### src/hw/rtl/npme_pkg.sv
// Types and constants of the nearest point mean error block.
// No dependencies.
package npme_pkg;

    localparam int COORD_W = 16;
    localparam int DIST_W  = 17;
    localparam int IDX_W   = 4;
    localparam int PIDX_W  = 10;
    localparam int SUM_W   = 27;
    localparam int DVD_W   = SUM_W + 1;

    localparam logic OP_LOAD  = 1'b0;
    localparam logic OP_QUERY = 1'b1;

    typedef struct packed {
        logic                      op;
        logic signed [COORD_W-1:0] coord_x;
        logic signed [COORD_W-1:0] coord_y;
        logic                      restart;
        logic                      last;
    } item_t;

    typedef struct packed {
        logic [DIST_W-1:0] distance;
        logic [IDX_W-1:0]  nearest_index;
        logic [PIDX_W-1:0] point_index;
        logic              no_reference;
        logic [DIST_W-1:0] mean_distance;
        logic              mean_valid;
    } result_t;

    typedef enum logic [2:0] {
        ST_IDLE,
        ST_SCAN,
        ST_DRAIN,
        ST_SQRT,
        ST_POST,
        ST_DIVST,
        ST_DIV,
        ST_OUT
    } ctrl_state_t;

    typedef struct packed {
        logic accept;
        logic scan_issue;
        logic sqrt_start;
        logic post;
        logic div_start;
        logic out_load;
    } dp_cmd_t;

    typedef struct packed {
        logic op;
        logic ref_empty;
        logic scan_last;
        logic pipe_busy;
        logic sqrt_done;
        logic last;
        logic div_done;
    } dp_status_t;

endpackage

### src/hw/rtl/npme_ram.sv
// Generic single write port RAM with registered read.
// No dependencies.
module npme_ram #(
    parameter int WIDTH = 32,
    parameter int DEPTH = 16
) (
    input  logic                                   clk,
    input  logic                                   we,
    input  logic [$clog2(DEPTH > 1 ? DEPTH : 2)-1:0] waddr,
    input  logic [WIDTH-1:0]                       wdata,
    input  logic [$clog2(DEPTH > 1 ? DEPTH : 2)-1:0] raddr,
    output logic [WIDTH-1:0]                       rdata
);

    logic [WIDTH-1:0] mem [DEPTH];

    always_ff @(posedge clk)
    begin
        if (we)
        begin
            mem[waddr] <= wdata;
        end
        rdata <= mem[raddr];
    end

endmodule

### src/hw/rtl/npme_ctrl.sv
// Controller state machine of the nearest point mean error block.
// Depends on npme_pkg.
module npme_ctrl (
    input  logic                 clk,
    input  logic                 rst_n,
    input  logic                 item_valid,
    output logic                 item_stall,
    output logic                 result_valid,
    input  logic                 result_stall,
    output npme_pkg::dp_cmd_t    cmd,
    input  npme_pkg::dp_status_t status
);
    import npme_pkg::*;

    ctrl_state_t state_reg, state_next;
    logic        out_valid_reg, out_valid_next;

    always_ff @(posedge clk or negedge rst_n)
    begin
        if (!rst_n)
        begin
            state_reg     <= ST_IDLE;
            out_valid_reg <= 1'b0;
        end
        else
        begin
            state_reg     <= state_next;
            out_valid_reg <= out_valid_next;
        end
    end

    always_comb
    begin
        state_next = state_reg;
        cmd        = '0;
        item_stall = (state_reg != ST_IDLE);
        unique case (state_reg)
            ST_IDLE:
            begin
                if (item_valid)
                begin
                    cmd.accept = 1'b1;
                    if (status.op == OP_QUERY)
                    begin
                        state_next = status.ref_empty ? ST_POST : ST_SCAN;
                    end
                end
            end
            ST_SCAN:
            begin
                cmd.scan_issue = 1'b1;
                if (status.scan_last)
                begin
                    state_next = ST_DRAIN;
                end
            end
            ST_DRAIN:
            begin
                if (!status.pipe_busy)
                begin
                    cmd.sqrt_start = 1'b1;
                    state_next     = ST_SQRT;
                end
            end
            ST_SQRT:
            begin
                if (status.sqrt_done)
                begin
                    state_next = ST_POST;
                end
            end
            ST_POST:
            begin
                cmd.post   = 1'b1;
                state_next = status.last ? ST_DIVST : ST_OUT;
            end
            ST_DIVST:
            begin
                cmd.div_start = 1'b1;
                state_next    = ST_DIV;
            end
            ST_DIV:
            begin
                if (status.div_done)
                begin
                    state_next = ST_OUT;
                end
            end
            ST_OUT:
            begin
                if (!out_valid_reg || !result_stall)
                begin
                    cmd.out_load = 1'b1;
                    state_next   = ST_IDLE;
                end
            end
            default:
            begin
                state_next = ST_IDLE;
            end
        endcase
    end

    assign out_valid_next = cmd.out_load | (out_valid_reg & result_stall);
    assign result_valid   = out_valid_reg;

endmodule

### src/hw/rtl/npme_datapath.sv
// Datapath: reference store, distance pipeline, square root and divider units.
// Depends on npme_pkg and npme_ram.
module npme_datapath #(
    parameter int REF_DEPTH   = 16,
    parameter int QUERY_MAX   = 1024,
    parameter int COORD_WIDTH = 16
) (
    input  logic                 clk,
    input  logic                 rst_n,
    input  npme_pkg::item_t      item,
    input  npme_pkg::dp_cmd_t    cmd,
    output npme_pkg::dp_status_t status,
    output npme_pkg::result_t    result
);
    import npme_pkg::*;

    localparam int CW  = COORD_WIDTH;
    localparam int IW  = $clog2(REF_DEPTH > 1 ? REF_DEPTH : 2);
    localparam int CNW = $clog2(REF_DEPTH + 1);
    localparam int DW  = CW + 1;
    localparam int SQ2 = 2 * DW;
    localparam int D2W = SQ2 + 1;
    localparam int SQN = (D2W + 1) / 2;
    localparam int SQW = 2 * SQN;
    localparam int RW  = SQN + 2;
    localparam int SCW = $clog2(SQN + 1);
    localparam int QCW = $clog2(QUERY_MAX + 1);
    localparam int DCW = $clog2(DVD_W + 1);

    // reference store
    logic              ram_we;
    logic [IW-1:0]     ram_waddr;
    logic [2*CW-1:0]   ram_rdata;
    logic [CNW-1:0]    ref_count_reg;
    logic signed [CW-1:0] in_x, in_y;

    assign in_x      = CW'(item.coord_x);
    assign in_y      = CW'(item.coord_y);
    assign ram_we    = cmd.accept && (item.op == OP_LOAD)
                       && (item.restart || (ref_count_reg < CNW'(REF_DEPTH)));
    assign ram_waddr = item.restart ? '0 : ref_count_reg[IW-1:0];

    logic [IW-1:0] scan_idx_reg;

    npme_ram #(
        .WIDTH (2 * CW),
        .DEPTH (REF_DEPTH)
    ) u_store (
        .clk   (clk),
        .we    (ram_we),
        .waddr (ram_waddr),
        .wdata ({in_x, in_y}),
        .raddr (scan_idx_reg),
        .rdata (ram_rdata)
    );

    // query registers
    logic signed [CW-1:0] qx_reg, qy_reg;
    logic                 last_reg, none_reg;

    // distance pipeline
    logic            rd_v_reg, ab_v_reg, sq_v_reg;
    logic [IW-1:0]   rd_idx_reg, ab_idx_reg, sq_idx_reg, best_idx_reg;
    logic [DW-1:0]   dx_reg, dy_reg;
    logic [SQ2-1:0]  sqx_reg, sqy_reg;
    logic [D2W-1:0]  best_reg, d2;
    logic signed [DW-1:0] diff_x, diff_y;
    logic signed [CW-1:0] ref_x, ref_y;

    assign ref_x  = ram_rdata[2*CW-1:CW];
    assign ref_y  = ram_rdata[CW-1:0];
    assign diff_x = DW'(qx_reg) - DW'(ref_x);
    assign diff_y = DW'(qy_reg) - DW'(ref_y);
    assign d2     = D2W'(sqx_reg) + D2W'(sqy_reg);

    // square root
    logic [SQW-1:0] sq_src_reg;
    logic [SQN-1:0] sq_root_reg;
    logic [RW-1:0]  sq_rem_reg, sq_rem_sh, sq_trial;
    logic [SCW-1:0] sq_cnt_reg;

    assign sq_rem_sh = {sq_rem_reg[RW-3:0], sq_src_reg[SQW-1 -: 2]};
    assign sq_trial  = {sq_root_reg, 2'b01};

    // accumulation and mean
    logic [SUM_W-1:0]  sum_reg;
    logic [QCW-1:0]    qc_reg;
    logic [SQN:0]      dist_reg, dist_calc;
    logic [PIDX_W-1:0] pidx_reg;
    logic [DVD_W-1:0]  sum_add;
    logic [DVD_W-1:0]  dv_quo_reg;
    logic [QCW:0]      dv_rem_reg, dv_rem_sh;
    logic [QCW-1:0]    dv_div_reg;
    logic [DCW-1:0]    dv_cnt_reg;
    logic              mvalid_reg;

    assign dist_calc = none_reg ? '0
                       : (SQN+1)'(sq_root_reg)
                         + (SQN+1)'(sq_rem_reg > RW'(sq_root_reg));
    assign sum_add   = DVD_W'(sum_reg) + DVD_W'(dist_calc);
    assign dv_rem_sh = {dv_rem_reg[QCW-1:0], dv_quo_reg[DVD_W-1]};

    always_ff @(posedge clk or negedge rst_n)
    begin
        if (!rst_n)
        begin
            ref_count_reg <= '0;
            scan_idx_reg  <= '0;
            rd_v_reg      <= 1'b0;
            ab_v_reg      <= 1'b0;
            sq_v_reg      <= 1'b0;
            sq_cnt_reg    <= '0;
            dv_cnt_reg    <= '0;
            sum_reg       <= '0;
            qc_reg        <= '0;
        end
        else
        begin
            rd_v_reg <= cmd.scan_issue;
            ab_v_reg <= rd_v_reg;
            sq_v_reg <= ab_v_reg;

            if (cmd.accept)
            begin
                scan_idx_reg <= '0;
                if (item.op == OP_LOAD)
                begin
                    if (item.restart)
                    begin
                        ref_count_reg <= CNW'(1);
                    end
                    else if (ref_count_reg < CNW'(REF_DEPTH))
                    begin
                        ref_count_reg <= ref_count_reg + CNW'(1);
                    end
                end
                else if (item.restart)
                begin
                    sum_reg <= '0;
                    qc_reg  <= '0;
                end
            end
            else if (cmd.scan_issue)
            begin
                scan_idx_reg <= scan_idx_reg + IW'(1);
            end

            if (cmd.sqrt_start)
            begin
                sq_cnt_reg <= SCW'(SQN);
            end
            else if (sq_cnt_reg != '0)
            begin
                sq_cnt_reg <= sq_cnt_reg - SCW'(1);
            end

            if (cmd.post && !none_reg && (qc_reg < QCW'(QUERY_MAX)))
            begin
                sum_reg <= sum_add[DVD_W-1] ? '1 : sum_add[SUM_W-1:0];
                qc_reg  <= qc_reg + QCW'(1);
            end
            else if (cmd.div_start)
            begin
                sum_reg <= '0;
                qc_reg  <= '0;
            end

            if (cmd.div_start)
            begin
                dv_cnt_reg <= (qc_reg != '0) ? DCW'(DVD_W) : '0;
            end
            else if (dv_cnt_reg != '0)
            begin
                dv_cnt_reg <= dv_cnt_reg - DCW'(1);
            end
        end
    end

    always_ff @(posedge clk)
    begin
        if (cmd.accept)
        begin
            qx_reg   <= in_x;
            qy_reg   <= in_y;
            last_reg <= item.last;
            none_reg <= (ref_count_reg == '0);
        end

        rd_idx_reg <= scan_idx_reg;
        ab_idx_reg <= rd_idx_reg;
        sq_idx_reg <= ab_idx_reg;
        dx_reg     <= diff_x[DW-1] ? DW'(-diff_x) : DW'(diff_x);
        dy_reg     <= diff_y[DW-1] ? DW'(-diff_y) : DW'(diff_y);
        sqx_reg    <= SQ2'(dx_reg * dx_reg);
        sqy_reg    <= SQ2'(dy_reg * dy_reg);

        if (sq_v_reg && ((sq_idx_reg == '0) || (d2 < best_reg)))
        begin
            best_reg     <= d2;
            best_idx_reg <= sq_idx_reg;
        end

        if (cmd.sqrt_start)
        begin
            sq_src_reg  <= SQW'(best_reg);
            sq_root_reg <= '0;
            sq_rem_reg  <= '0;
        end
        else if (sq_cnt_reg != '0)
        begin
            sq_src_reg <= {sq_src_reg[SQW-3:0], 2'b00};
            if (sq_rem_sh >= sq_trial)
            begin
                sq_rem_reg  <= sq_rem_sh - sq_trial;
                sq_root_reg <= {sq_root_reg[SQN-2:0], 1'b1};
            end
            else
            begin
                sq_rem_reg  <= sq_rem_sh;
                sq_root_reg <= {sq_root_reg[SQN-2:0], 1'b0};
            end
        end

        if (cmd.post)
        begin
            dist_reg   <= dist_calc;
            pidx_reg   <= (qc_reg < QCW'(QUERY_MAX)) ? PIDX_W'(qc_reg)
                                                     : PIDX_W'(QUERY_MAX - 1);
            mvalid_reg <= 1'b0;
        end

        if (cmd.div_start)
        begin
            dv_quo_reg <= DVD_W'(sum_reg) + DVD_W'(qc_reg >> 1);
            dv_rem_reg <= '0;
            dv_div_reg <= qc_reg;
            mvalid_reg <= (qc_reg != '0);
        end
        else if (dv_cnt_reg != '0)
        begin
            if (dv_rem_sh >= {1'b0, dv_div_reg})
            begin
                dv_rem_reg <= dv_rem_sh - {1'b0, dv_div_reg};
                dv_quo_reg <= {dv_quo_reg[DVD_W-2:0], 1'b1};
            end
            else
            begin
                dv_rem_reg <= dv_rem_sh;
                dv_quo_reg <= {dv_quo_reg[DVD_W-2:0], 1'b0};
            end
        end

        if (cmd.out_load)
        begin
            result.distance      <= DIST_W'(dist_reg);
            result.nearest_index <= none_reg ? '0 : IDX_W'(best_idx_reg);
            result.point_index   <= pidx_reg;
            result.no_reference  <= none_reg;
            result.mean_distance <= mvalid_reg ? DIST_W'(dv_quo_reg) : '0;
            result.mean_valid    <= mvalid_reg;
        end
    end

    assign status.op        = item.op;
    assign status.ref_empty = (ref_count_reg == '0);
    assign status.scan_last = (CNW'(scan_idx_reg) == ref_count_reg - CNW'(1));
    assign status.pipe_busy = rd_v_reg | ab_v_reg | sq_v_reg;
    assign status.sqrt_done = (sq_cnt_reg == '0);
    assign status.last      = last_reg;
    assign status.div_done  = (dv_cnt_reg == '0);

endmodule

### src/hw/rtl/nearest_point_mean_error.sv
// Top level of the nearest point mean error block.
// Depends on npme_pkg, npme_ctrl, npme_datapath.
//
//  channel | signals                            | transfer when
//  item    | item_valid, item_stall, item       | item_valid & !item_stall
//  result  | result_valid, result_stall, result | result_valid & !result_stall
//
// A load is taken without leaving the idle state. A query over a non-empty store makes
// one store read per corner, passes three pipeline stages and a one bit per cycle
// square root; the last query of a run also goes through the bit serial divider.
// Reset empties the store and clears sum and count; no clearing pass.
// A waiting result does not block the next item; a query finishing behind it waits.
module nearest_point_mean_error #(
    parameter int REF_DEPTH   = 16,
    parameter int QUERY_MAX   = 1024,
    parameter int COORD_WIDTH = 16
) (
    input  logic              clk,
    input  logic              rst_n,
    input  logic              item_valid,
    output logic              item_stall,
    input  npme_pkg::item_t   item,
    output logic              result_valid,
    input  logic              result_stall,
    output npme_pkg::result_t result
);
    import npme_pkg::*;

    dp_cmd_t    cmd;
    dp_status_t status;

    npme_ctrl u_ctrl (
        .clk          (clk),
        .rst_n        (rst_n),
        .item_valid   (item_valid),
        .item_stall   (item_stall),
        .result_valid (result_valid),
        .result_stall (result_stall),
        .cmd          (cmd),
        .status       (status)
    );

    npme_datapath #(
        .REF_DEPTH   (REF_DEPTH),
        .QUERY_MAX   (QUERY_MAX),
        .COORD_WIDTH (COORD_WIDTH)
    ) u_dp (
        .clk    (clk),
        .rst_n  (rst_n),
        .item   (item),
        .cmd    (cmd),
        .status (status),
        .result (result)
    );

endmodule

### config.mk
export PLATFORM = sky130hd
export DESIGN_NAME = nearest_point_mean_error
export DESIGN_NICKNAME = d
export VERILOG_FILES = /design/src/hw/rtl/npme_pkg.sv /design/src/hw/rtl/npme_ram.sv /design/src/hw/rtl/npme_ctrl.sv /design/src/hw/rtl/npme_datapath.sv /design/src/hw/rtl/nearest_point_mean_error.sv
export SDC_FILE = /design/constraint.sdc
export NUM_CORES = 2
export LEC_CHECK = 0
export BUFFER_PORTS_ARGS = -buffer_cell sky130_fd_sc_hd__buf_2
export CAP_MARGIN = 20
export CORE_MARGIN = 2
export CORE_UTILIZATION = 45
export DETAILED_ROUTE_END_ITERATION = 8
export HOLD_SLACK_MARGIN = 0.15
export PLACE_DENSITY = 0.71
export SETUP_SLACK_MARGIN = 0.3
export SYNTH_ARGS = -nofsm -noshare
export SYNTH_HDL_FRONTEND = slang
export SYNTH_SLANG_ARGS = --single-unit
### constraint.sdc
create_clock -name clk -period 7.2 [get_ports clk]
set_input_delay 1.44 -clock clk [delete_from_list [all_inputs] [get_ports clk]]
set_output_delay 1.44 -clock clk [all_outputs]
set_load 0.005 [all_outputs]
==> impl_metrics.yaml <==
logic_synthesis:
  synthCells: 4989
  yosysMostFrequentCell: "inv_1"
  synth-xor-area-share_pct: 3.38
  synth.area.top_cells: "edfxtp_1 (37%), fa_1 (13%), ha_1 (8.1%), dfxtp_1 (6.6%), inv_1 (4.8%)"
  synth_seq_cells: 995
  synthAdderAreaFrac_pct: 21.3
  yosysSeqAreaShare_pct: 46.8
  synthTopCellsByCount: "inv_1 (759), edfxtp_1 (737), fa_1 (390)"
  yosysTopAreaCell: "edfxtp_1"
  avgSynthCellArea_um2: 11.8
  synth_compound_area_share_pct: 8.71
  synth_edf_count: 737
  ys_types: 80
  synth_top_family_by_area: "adder cells"
  yosys.area_share.simple_pct: 8.16
  synthFlopType: "edfxtp_1"
  synth_top_area_share_pct: 37.5
  synth_area_mm2: 0.0591
  muxShareOfSynthArea_pct: 5.80
  ys_warn_count: 0
  synth_nets: 5801
  synthArstFlopShare_pct: 6.43
worst_setup_path:
  end_kind: "flop"
  crit_fanout: 11
  critPathLaunch: "u_dp.dx_reg[11]"
  setup.worst_path.class: "reg -> reg"
  cp.required_ns: 7.77
  cp-start-kind: "flop"
  reg2reg_setup_slack_ns: 0.64
  r2r-start: "u_dp.dx_reg[11]"
  worstPathArrival_ns: 7.13
  timing.rr.end: "u_dp.sqx_reg[28]"
  r2r.worst_path.cells: 22
sta:
  finalMaxSlewViolations: 0
  finalCritPeriodShare_pct: 91.1
  hold_violations: 0
  period_minus_slack_ns: 6.56
  worst_pin_slew_ns: 1.07
  rsz0062_at_grt: "yes"
  fmax_ghz: 0.152
  skew_ns: 0.107
  hold_slack_ns: 0.323
  maxSlewHeadroom_pct: 29.0
  fin_tns_setup_ns: 0
  setup_viol: 0
die:
  initial_utilization_pct: 45.5
  fp.dieW_um: 366
  die_height_um: 366
  fp-row-count: 132
  io_pins: 91
  core_area_mm2: 0.130
  dieArea_mm2: 0.134
global_routing:
  globalRouteOverflowTotal: 0
  antenna_found_initial: 11
  grt_usage_pct: 19.1
  grt_start_max_net_pins: 117
  grt_pass1_vias: 38131
  grt_pass1_wl_um: 204000
finish:
  largest_reg_flops: 512
  layout-drive-gt1-share_pct: 10.1
  antennaDiodeCount: 0
  final_core_util_pct: 50.2
  area.growth.synth_to_final_pct: 10.2
  fin_nets: 5893
cts:
  cts_resized: 0
  clk_pin_slew_worst_paths_ns: 0.06
  cts_buffers: 101
  cts_hold_buf: 0
  cts_setup_buffers: 0
  clkSinkCount: 995
  clockRootBuffer: "clkbuf_16"
  clockBufferDepth: 3
  clkLatencyLatePin_ns: 0.75
  cts_tree: "yes"
  h-tree-depth: 3
routing:
  via_per_inst: 5.35
  postRouteAntennaNets: 0
  avgRoutedWirePerCell_um: 18.5
  vias: 36952
  drc: 0
  routed_wl_um: 128000
  firstDrtPassIters: 7
  drt_iter0_drc: 2598
placement:
  hpwl_um: 89000
  gp_congestion: 0.870
  port_buffers: 90
run_status:
  status: "complete, no violations"
min_path:
  hold_path.class: "reg -> reg"
  worstHoldEndpoint: "u_dp.sq_v_reg"
  holdPathStages: 0
  hp-start: "u_dp.ab_v_reg"
run:
  cap_violations: 0
final cells by class:
cell class	instances	area (um2)
Fill cell	11263	64700
Multi-Input combinational cell	3077	28200
Sequential cell	995	27700
Inverter	760	2850
Clock buffer	129	2670
Tap cell	1742	2180
Timing Repair Buffer	146	896
Clock inverter	63	699
worst max-delay path: stages, from the launching register on:
cell and delay [ns]:
dfxtp_1 0.42, inv_2 0.19, nor2_1 0.11, fa_1 0.54, inv_1 0.05, fa_1 0.53, inv_1 0.06, fa_1 0.50
inv_1 0.05, fa_1 0.56, fa_1 0.43, fa_1 0.49, inv_1 0.04, ha_1 0.33, a21o_1 0.18, a21o_1 0.19
a21o_1 0.19, a221o_1 0.40, a21oi_1 0.33, a31oi_1 0.26, a21o_1 0.23, a21oi_1 0.17, xnor2_1 0.14
cells in the final DEF (no fill, tap or decap), types with 20 or more instances in the layout:
cell	count
xor2_1	76
a21o_1	82
nand2_1	370
xnor2_1	152
a211oi_1	34
fa_1	390
o21ai_0	215
or2_2	24
nand3_1	51
mux2i_1	126
a21oi_1	235
o21a_1	26
and2_1	146
mux4_2	64
dfxtp_2	21
dfrtp_1	60
ha_1	383
buf_2	90
mux2_2	64
nor2b_1	43
nand4_1	26
clkbuf_1	24
a221oi_1	33
clkbuf_16	101
or3_1	21
nand2b_1	32
edfxtp_1	737
dfxtp_1	173
inv_1	757
nor3_1	37
nor2_1	176
buf_4	54
a31oi_1	27
a22oi_1	33
and3_1	20
through the flow:
step / cell area, um2 / worst slack, ns / instances
2_1_floorplan: 59100 / 0.951 / 4989
3_3_place_gp: 61700 / 0.714 / 6719
3_5_place_dp: 61700 / 0.605 / 6719
4_1_cts: 65100 / 0.467 / 6911
5_1_grt: 65100 / 0.281 / 6912
6_report: 65100 / 0.642 / 6912
layer usage:
layer | global-route usage (%) | up-vias | wire [um]
met2 | 33.4 | 973 | 63900
met5 | 0 | - | 116
met1 | 23.7 | 18363 | 52300
met3 | 3.35 | 275 | 6950
li1 | - | 17323 | -
met4 | 6.69 | 18 | 4400
worst max-delay path by stage:
| stage | slack, ns | depth (start not counted) | end |
|---|---|---|---|
| after global placement | 0.71 | 23 | u_dp.sqy_reg[31] |
| after CTS | 0.47 | 23 | u_dp.sqy_reg[31] |
| final | 0.64 | 22 | u_dp.sqx_reg[28] |
| after detailed placement | 0.60 | 23 | u_dp.sqy_reg[31] |
| after global routing | 0.28 | 22 | u_dp.sqy_reg[32] |
| after floorplan | 0.95 | 25 | u_dp.sqy_reg[31] |
kinds of logic (layout without fill, tap and decap cells):
| group | count (synthesis) | after routing |
|---|---|---|
| simple gates | 1005 | 1005 |
| xor+xnor | 228 | 228 |
| compound gates | 817 | 817 |
| mux | 254 | 254 |
| fa+ha+maj | 773 | 773 |
| flops | 995 | 995 |
| buf+inv | 917 | 1098 |
Power is not shown: default switching activity piles up to over one toggle a cycle in this logic, so the estimate is an artifact.
